File: src/rtl/core/circular_log_record_manager_assert.svh
// Assertion macros for the circular log record manager.
// Both macros sample on clk and are disabled while rst_n is low.
`ifndef CIRCULAR_LOG_RECORD_MANAGER_ASSERT_SVH
`define CIRCULAR_LOG_RECORD_MANAGER_ASSERT_SVH
`ifndef ASSERT_OFF
`define CLRM_CHECK(name, prop) \
  name: assert property (@(posedge clk) disable iff (!rst_n) prop) \
    else $error("clrm check failed");
`define CLRM_NEVER(name, cond) \
  name: assert property (@(posedge clk) disable iff (!rst_n) !(cond)) \
    else $error("clrm forbidden condition");
`else
`define CLRM_CHECK(name, prop)
`define CLRM_NEVER(name, cond)
`endif
`endif

File: src/rtl/core/clrm_ram.sv
// ---------------------------------------------------------------------------
// clrm_ram
// Generic single-write, single-read memory with registered read data.
// ---------------------------------------------------------------------------
`timescale 1ns / 1ps

module clrm_ram #(
  parameter int WIDTH = 8,
  parameter int DEPTH = 64
) (
  input  logic                     clk,
  input  logic                     we,
  input  logic [$clog2(DEPTH)-1:0] waddr,
  input  logic [WIDTH-1:0]         wdata,
  input  logic [$clog2(DEPTH)-1:0] raddr,
  output logic [WIDTH-1:0]         rdata
);

  logic [WIDTH-1:0] mem [DEPTH];
  logic [WIDTH-1:0] rdata_r;

  // write port and registered read port
  always_ff @(posedge clk) begin
    if (we) begin
      mem[waddr] <= wdata;
    end
    rdata_r <= mem[raddr];
  end

  assign rdata = rdata_r;

endmodule

File: config.mk
export PLATFORM = sky130hd
export DESIGN_NAME = clrm_ram
export DESIGN_NICKNAME = d
export VERILOG_FILES = /design/src/rtl/core/circular_log_record_manager_assert.svh /design/src/rtl/core/clrm_ram.sv
export SDC_FILE = /design/constraint.sdc
export NUM_CORES = 1
export LEC_CHECK = 0
export BUFFER_PORTS_ARGS = -buffer_cell sky130_fd_sc_hd__buf_2
export CAP_MARGIN = 15
export CORE_ASPECT_RATIO = 0.6
export CORE_MARGIN = 2
export CORE_UTILIZATION = 36
export CTS_BUF_LIST = sky130_fd_sc_hd__clkbuf_8
export DETAILED_ROUTE_END_ITERATION = 8
export GPL_ROUTABILITY_DRIVEN = 0
export PLACE_DENSITY_LB_ADDON = 0.12
export SLEW_MARGIN = 15
export SYNTH_ARGS = -nofsm -noshare
export SYNTH_HDL_FRONTEND = slang
export SYNTH_SLANG_ARGS = --single-unit
export TNS_END_PERCENT = 5
File: constraint.sdc
create_clock -name clk -period 2.8 [get_ports clk]
set_input_delay 0.42 -clock clk [delete_from_list [all_inputs] [get_ports clk]]
set_output_delay 0.42 -clock clk [all_outputs]
set_load 0.05 [all_outputs]
==> run_results.csv, run 1 <==
group,metric,value,unit
route,drc,0,
route,wirelength,52.36,mm
floorplanning,fp-row-count,67,
clocking,cts_setup_buffers,0,
logic_synthesis,synth.area.top_cells,"edfxtp_1, mux4_2, nor2_1, mux2i_1, dfxtp_1",
power,power.leakage,7.508,nW
timing,fin_ws,0.7060,ns
route,drt_iter0_markers,1187,
placement,dp_cells,1804,
global_routing,grtUsageTotal,18.40,%
setup_path,reg2reg_to,"rdata[4]",
min_path,min_from,"waddr[1]",
setup_path,cp_top_family,"multiplexers",
clocking,clk_latency,0.64,ns
min_path,min_path_cells,2,
logic_synthesis,synth-seq-cells,520,
logic_synthesis,yosysTopAreaCell,"edfxtp_1",
logic_synthesis,synth_nets,962,
global_routing,grt_pass1_wl,75.44,mm
finish,final_layout_size_suffix_gt1_share,33.08,%
route,first_pass_iters,5,
min_path,holdPathEnd,"mem[48][4]",
global_routing,grt_overflow,0,
power,sw_frac_of_total,23.26,%
clocking,cts_resized,0,
timing,relSlewSlack,45.03,%
finish,syn_to_final_growth,15.85,%
finish,antenna_cells,0,
timing,fin_crit_sh,74.79,%
placement,numPortBuffers,29,
power,power_density,649.5,mW/mm^2
clocking,hold_buffers,0,
route,vias,10118,
logic_synthesis,synth_cell_types,40,
clocking,cts_tree,"built",
logic_synthesis,syn_inst,940,
placement,dp_hpwl,33.94,mm
setup_path,end_kind,"register",
logic_synthesis,netlist_area,0.02017,sq mm
floorplanning,ios,30,
logic_synthesis,ys_warn_count,0,
timing,skew,0.02218,ns
timing,setup_viol,0,
flow_run,cap_violations,0,
power,worst_ir_drop_vdd,0.0003568,V
power,internal_power,0.01164,W
global_routing,antenna_found_initial,1,
min_path,hold_class,"input pin to register",
finish,final_cell_area,0.02336,sq mm
logic_synthesis,ys_seq_area_share,77.03,%
floorplanning,core_area,0.05558,sq mm
power,p_seq_share,56.9,%
timing,final.min_clock_period,2.094,ns
setup_path,critPathKind,"input pin to register",
finish,layout.nets,1148,
clocking,numCtsBuffers,79,
logic_synthesis,synth_edf_count,512,
power,p_switching,0.003530,W
logic_synthesis,async_flop_share,0,%
route,post_drt_wl_per_cell,27.02,um
route,vias_per_cell,5.221,
timing,fin_tns_setup,0,ns
floorplanning,die_h,187.3,um
clocking,clockBufferDepth,3,
logic_synthesis,synth_top_area_share,76.24,%
status,status,"complete, no violations",
route,ant_nets,0,
global_routing,grt_pass1_vias,10252,
timing,finalMaxSlewViolations,0,
clocking,clkSinkCount,520,
setup_path,r2r_cells,5,
logic_synthesis,avgSynthCellArea,21.45,sq um
setup_path,worstPathRequired,3.33,ns
logic_synthesis,synth_flop_cell,"edfxtp_1",
setup_path,critPathMaxStageDelay,0.53,ns
power,totalPowerFinal,0.01517,W
power,pwr-share-comb,6.3,%
logic_synthesis,synthMostInstantiatedCell,"edfxtp_1",
setup_path,arrival,2.62,ns
placement,place_ws,0.01488,ns
timing,hold_viol,0,
setup_path,r2r_setup_slack,0.77,ns
floorplanning,dieArea,0.05799,sq mm
clocking,path_clk_slew,0.06,ns
timing,max_freq,477.5,MHz
power,power_frac_clock,36.8,%
setup_path,path_cells,"clkbuf_8 > buf_12 > mux4_2 > mux2_2 > o22ai_1 > nand2_1 > o2bb2ai_1",
setup_path,critPathMaxFanout,22,
setup_path,startpoint_type,"input pin",
global_routing,grt_max_degree,65,
timing,rsz0062_at_grt,"false",
setup_path,rr_startpoint,"mem[29][4]",
finish,fin_cells,1938,
timing,worstMarginPinSlew,0.8246,ns
floorplanning,start_util,36.28,%
clocking,cts_htree_levels,3,
placement,placed_area,0.02202,sq mm
setup_path,slowest_stage,"mux4_2",
clocking,cts_root_buf,"clkbuf_8",
floorplanning,fp.dieW,309.6,um
logic_synthesis,synth_common_cells,"edfxtp_1, mux4_2, nor2_1",
setup_path,critical_path_buf_inv_count,2,
power groups by stage:
stage               Clock, W  Sequential (W)  Combinational (W)
CTS                  0.00576         0.00864           0.000965
global route         0.00610         0.00864            0.00101
detailed placement         0         0.00881           0.000963
global placement           0         0.00881           0.000957
floorplan                  0         0.00885           0.000459
finish               0.00558         0.00864           0.000950
through the flow:
stage	util [%]	hold WS [ns]
floorplan	-	0.5189
global placement	39.61	0.7983
detailed placement	39.62	0.8026
CTS	42.04	0.2361
global route	42.04	0.2668
finish	42.04	0.2992
registers in the layout, summed over array words and instances, names as in the netlist:
name,cells
rdata,8
mem,512
worst max path at each step:
stage                     cells after the start       end  slack [ns]  startpoint
after floorplan                               7  rdata[3]        0.71    raddr[1]
after global placement                        7  rdata[3]       -0.39    raddr[0]
after detailed placement                      7  rdata[0]        0.01    raddr[0]
after CTS                                     7  rdata[0]        0.73    raddr[0]
after global routing                          8  rdata[5]        0.66    raddr[0]
final                                         7  rdata[0]        0.71    raddr[0]
metal layers:
layer | part of all wire, % | up-vias | GRT usage, %
li1 | - | 4307 | -
met1 | 53 | 5413 | 30.90
met2 | 40 | 330 | 23.90
met3 | 6.2 | 68 | 4.034
met4 | 1.4 | 0 | 3.809
met5 | 0 | - | 0
cell type report:
type	count	area (sq um)
clock inverters	53	227.7
fillers	4889	32220
clock buffers	81	1115
well taps	759	949.7
multi-input cells	369	4315
flip-flops and latches	520	15530
repair buffers	156	1221
placed cells by master (no fill, tap or decap), types with 13 or more instances in the layout:
master    netlist  layout
edfxtp_1      512     512
mux4_2        126     126
buf_4          13     119
nor2_1         83      83
clkbuf_8        0      82
buf_2          11      26
mux2i_1        23      23
clkinv_1        0      21
nand2_1        19      19
inv_1           0      19
nor2b_1        14      14
mux2_2         13      13
nand3_1        13      13
kinds of logic (layout without fill, tap and decap cells):
| family | Yosys count | in the layout | synth area share (%) |
|---|---|---|---|
| flip-flops | 520 | 520 | 77.03 |
| multiplexers | 162 | 162 | 15.94 |
| AND/OR/NAND/NOR | 153 | 153 | 3.387 |
| AO/OA/AOI/OAI | 54 | 54 | 2.072 |
| buffers and inverters | 51 | 290 | 1.570 |
Power figures use the tool's default switching activity.
==> inputs of run 2 (changes only) <==
- clock period: 2.8 -> 1.9 ns (I/O delays scaled with it)
==> run 2 against run 1 <==
Wire length is 1.6% lower; critical path depth is 1 lower; sequential cell count unchanged; clock power grew 62%; clock skew up 0.0098 ns; largest power group unchanged.
==> run_results.csv, run 2 (synthesized netlist as in run 1, its figures left out) <==
group,metric,value,unit
timing,skew,0.03202,ns
clocking,cts_root_buf,"clkbuf_8",
floorplanning,die_h,187.3,um
status,status,"complete, no violations",
route,first_pass_iters,5,
clocking,cts_htree_levels,3,
clocking,path_clk_slew,0.06,ns
finish,fin_util,43.23,%
clocking,cts_tree,"built",
route,drc,0,
setup_path,rr_startpoint,"mem[21][4]",
min_path,hold_class,"input pin to register",
timing,finalMaxSlewViolations,0,
floorplanning,dieArea,0.05799,sq mm
finish,regMostFlops,"mem",
global_routing,grtUsageTotal,18.18,%
floorplanning,ios,30,
min_path,min_from,"wdata[7]",
route,post_drt_wl_per_cell,25.83,um
route,wirelength,51.54,mm
clocking,clockBufferDepth,3,
power,power_density,969.2,mW/mm^2
power,power.leakage,7.897,nW
finish,layout.nets,1194,
global_routing,antenna_found_initial,2,
placement,dp_hpwl,33.52,mm
route,ant_nets,0,
clocking,clk_latency,0.64,ns
placement,dp_cells,1849,
floorplanning,fp-row-count,67,
route,vias,10239,
global_routing,grt_pass1_vias,10276,
route,drt_iter0_markers,1062,
setup_path,crit_start,"mem[21][4]",
timing,setup_viol,0,
floorplanning,start_util,36.28,%
finish,layout_common_cells,"edfxtp_1, buf_4, mux4_2",
clocking,clkSinkCount,520,
setup_path,startpoint_type,"register",
timing,relSlewSlack,47.67,%
setup_path,worstPathRequired,2.39,ns
global_routing,grt_pass1_wl,74.73,mm
global_routing,grt_max_degree,65,
placement,numPortBuffers,29,
timing,max_freq,526.6,MHz
flow_run,cap_violations,0,
setup_path,arrival,2.39,ns
power,totalPowerFinal,0.02328,W
timing,holdWs,0.1811,ns
global_routing,grt_overflow,0,
timing,hold_viol,0,
power,worst_ir_drop_vdd,0.0006379,V
placement,place_ws,-0.4565,ns
setup_path,critPathMaxFanout,1,
finish,largest_register_ff_count,512,
timing,rsz0062_at_grt,"true",
setup_path,critPathKind,"register to register",
timing,worstMarginPinSlew,0.7850,ns
timing,fin_ws,0.001147,ns
finish,layout_commonest_cell,"edfxtp_1",
timing,fin_crit_sh,99.94,%
finish,syn_to_final_growth,19.13,%
timing,final.min_clock_period,1.899,ns
finish,final_layout_size_suffix_gt1_share,36.68,%
clocking,cts_setup_buffers,0,
floorplanning,fp.dieW,309.6,um
setup_path,end_kind,"register",
floorplanning,core_area,0.05558,sq mm
route,vias_per_cell,5.132,
finish,fin_cells,1995,
clocking,numCtsBuffers,80,
run 2: cell types whose count changed in the layout (fill, tap and decap cells not counted), sizes merged:
cell	previous run	this run
buf	155	201
clkinvlp	5	1
clkbuf	82	86
bufinv	0	4
inv	19	24
diode	0	1
clkinv	29	30
run 2: path summary, 6_finish.rpt:
path | endpoint | slack (ns) | cells past startpoint
max | rdata[4] | 0.001 | 6
min | mem[2][7] | 0.18 | 2
max reg2reg | rdata[4] | 0.001 | 6
min reg2reg | rdata[4] | 0.82 | 3
run 2: metal layers:
layer | track usage [%] | vias up | part of all wire, %
li1 | - | 4407 | -
met1 | 30.07 | 5446 | 51
met2 | 23.87 | 324 | 40
met3 | 4.158 | 62 | 6.8
met4 | 4.052 | 0 | 1.4
met5 | 0 | - | 0
run 2: power breakdown:
part / internal [W] / total (W) / switching (W)
clock network: 0.00473 / 0.00906 / 0.00433
logic: 0.000594 / 0.00148 / 0.000890
registers: 0.0127 / 0.0127 / 0.0000427
total: 0.0180 / 0.0233 / 0.00527
run 2: area by class of cell:
class / count / area (sq um)
Fill cell: 4843 / 31560
Sequential cell: 520 / 15530
Multi-Input combinational cell: 369 / 4389
Timing Repair Buffer: 201 / 1614
Clock buffer: 86 / 1184
Tap cell: 759 / 949.7
Clock inverter: 59 / 350.3
Antenna cell: 1 / 2.502
run 2: repair_timing:
| item | in CTS | in global routing |
|---|---|---|
| hold buffers | 0 | 0 |
| pin swaps | 1 | 0 |
| resized for setup | 4 | 11 |
| endpoints found under the setup margin | 2 | 6 |
run 2: critical path, cell delays in order (launching register included):
cell      delay [ns]
edfxtp_1        0.35
mux4_2          0.47
mux2_4          0.29
o221a_4         0.28
nor3_2          0.15
buf_4           0.14
o32ai_1         0.07
run 2: through the flow:
step	instance area (sq um)	TNS (ns)
after detailed placement	22410	-3.096
after CTS	23970	-0.01301
final	24020	0
after global placement	22410	-2.859
after global routing	24020	-0.06989
after floorplan	20170	0
==> inputs of run 3 (changes only) <==
- clock period: 1.9 -> 2.2 ns (I/O delays scaled with it)
==> run 3 against run 2 <==
Critical path depth fell by 2; design area shrank 1.3%; sequential share of layout area up 0.84 points; via count is 0.42% lower.
==> run_results.csv, run 3 (synthesized netlist as in run 1, its figures left out) <==
group,metric,value,unit
status,status,"complete, no violations",
clocking,clkSinkCount,520,
power,sw_frac_of_total,22.87,%
floorplanning,die_h,187.3,um
placement,placed_area,0.02233,sq mm
global_routing,grt_overflow,0,
clocking,clockBufferDepth,3,
setup_path,critPathMaxFanout,1,
finish,nFillCells,4935,
finish,multi_input_area,0.004315,sq mm
power,pwr-share-comb,6.4,%
clocking,hold_buffers,0,
power,internal_power,0.01504,W
min_path,min_from,"wdata[6]",
power,p_seq_share,56.4,%
placement,dp_hpwl,34.52,mm
finish,fin_cells,1969,
global_routing,grt_pass1_wl,74.87,mm
min_path,min_path_cells,1,
route,first_pass_iters,4,
clocking,numCtsBuffers,78,
timing,skew,0.01859,ns
route,vias_per_cell,5.178,
clocking,clk_latency,0.64,ns
finish,syn_to_final_growth,17.60,%
setup_path,critPathMaxStageDelay,0.52,ns
timing,hold_viol,0,
route,vias,10196,
finish,regArea,0.01553,sq mm
finish,layout_common_cells,"edfxtp_1, buf_4, mux4_2",
global_routing,grt_max_degree,65,
clocking,cts_setup_buffers,0,
finish,final_cell_area,0.02372,sq mm
setup_path,slowest_stage,"mux4_2",
placement,numPortBuffers,29,
global_routing,grtUsageTotal,18.40,%
clocking,path_clk_slew,0.06,ns
floorplanning,start_util,36.28,%
clocking,cts_tree,"built",
setup_path,end_kind,"register",
power,worst_ir_drop_vdd,0.0005454,V
min_path,holdPathEnd,"mem[51][6]",
timing,max_freq,504.6,MHz
global_routing,antenna_found_initial,1,
route,wirelength,52.09,mm
route,post_drt_wl_per_cell,26.46,um
setup_path,startpoint_type,"register",
timing,rsz0062_at_grt,"false",
timing,setup_viol,0,
setup_path,reg2reg_to,"rdata[7]",
route,drt_iter0_markers,1028,
power,power_frac_clock,37.1,%
flow_run,cap_violations,0,
route,ant_nets,0,
finish,layout_commonest_cell,"edfxtp_1",
timing,finalMaxSlewViolations,0,
min_path,hold_class,"input pin to register",
timing,final.min_clock_period,1.982,ns
power,totalPowerFinal,0.01950,W
power,p_switching,0.004458,W
finish,largest_register_ff_count,512,
clocking,cts_root_buf,"clkbuf_8",
clocking,cts_htree_levels,3,
floorplanning,core_area,0.05558,sq mm
setup_path,r2r_setup_slack,0.22,ns
power,power_density,822.1,mW/mm^2
setup_path,crit_top_cell,"mux4_2",
setup_path,arrival,2.49,ns
timing,fin_crit_sh,90.07,%
timing,relSlewSlack,49.73,%
power,power.leakage,7.724,nW
placement,dp_cells,1833,
setup_path,r2r_cells,4,
setup_path,critPathKind,"register to register",
floorplanning,ios,30,
finish,regMostFlops,"mem",
floorplanning,fp-row-count,67,
timing,worstMarginPinSlew,0.7541,ns
finish,final_layout_size_suffix_gt1_share,34.69,%
floorplanning,fp.dieW,309.6,um
setup_path,worstPathRequired,2.71,ns
setup_path,rr_startpoint,"mem[32][7]",
route,drc,0,
global_routing,grt_pass1_vias,10247,
setup_path,path_cells,"mux4_2 > mux4_2 > o21ai_0 > nand2_1",
floorplanning,dieArea,0.05799,sq mm
clocking,cts_resized,0,
finish,layout.nets,1176,
[run 3: changes by cell type in the layout (fill, tap and decap cells not counted), moves of 3 or more]
| cell | before | now |
|---|---|---|
| buf_4 | 161 | 142 |
| clkinv_1 | 21 | 16 |
| nand2_2 | 3 | 0 |
| clkinv_2 | 8 | 5 |
| clkinvlp_4 | 1 | 4 |
| nand2_1 | 16 | 19 |
| bufinv_16 | 4 | 1 |
| buf_12 | 13 | 16 |
[run 3: power groups by stage]
stage	Clock [W]	Combinational (W)	Sequential, W
after detailed placement	0	0.00127	0.0112
after floorplan	0	0.000584	0.0113
after global routing	0.00790	0.00134	0.0110
after CTS	0.00748	0.00127	0.0110
final	0.00724	0.00125	0.0110
after global placement	0	0.00127	0.0112
[run 3: how the worst max path moves through the flow]
stage / start / end / slack, ns / cells past startpoint
floorplan: raddr[1] / rdata[3] / 0.20 / 7
global placement: raddr[1] / rdata[6] / -0.31 / 8
detailed placement: raddr[0] / rdata[7] / -0.33 / 7
CTS: mem[32][7] / rdata[7] / 0.21 / 4
global route: mem[29][6] / rdata[6] / 0.18 / 5
finish: mem[32][7] / rdata[7] / 0.22 / 4
[run 3: worst max-delay path: cells and delay by family, from the launching register on]
family / cells / cell delay, ns
AOI/OAI and AO/OA: 1 / 0.40
and+or+nand+nor: 1 / 0.08
DFF: 1 / 0.38
muxes: 2 / 0.99
[run 3: metrics by stage]
step	hold WS [ns]	utilization (%)	worst slack, ns	TNS (ns)
floorplan	0.4289	-	0.2023	0
global placement	0.8115	40.18	-0.3140	-1.463
detailed placement	0.8163	40.18	-0.3261	-1.404
CTS	0.1075	42.66	0.2128	0
global route	0.1352	42.67	0.1759	0
finish	0.1548	42.67	0.2184	0
[run 3: metal layers]
layer	share of wire [%]	up-vias	wire, um	global-route usage [%]
li1	-	4362	-	-
met1	52	5448	26910	30.47
met2	40	319	20880	23.70
met3	6.7	67	3491	4.917
met4	1.6	0	808	3.902
met5	0	-	0	0
[run 3: cell type report]
| type | count | area share, % |
|---|---|---|
| multi-input combinational | 369 | 18.20 |
| clock inverter | 51 | 1.008 |
| antenna | 2 | 0.02110 |
| timing repair buffer | 185 | 6.452 |
| sequential | 520 | 65.50 |
| clock buffer | 83 | 4.817 |
| tap | 759 | 4.004 |
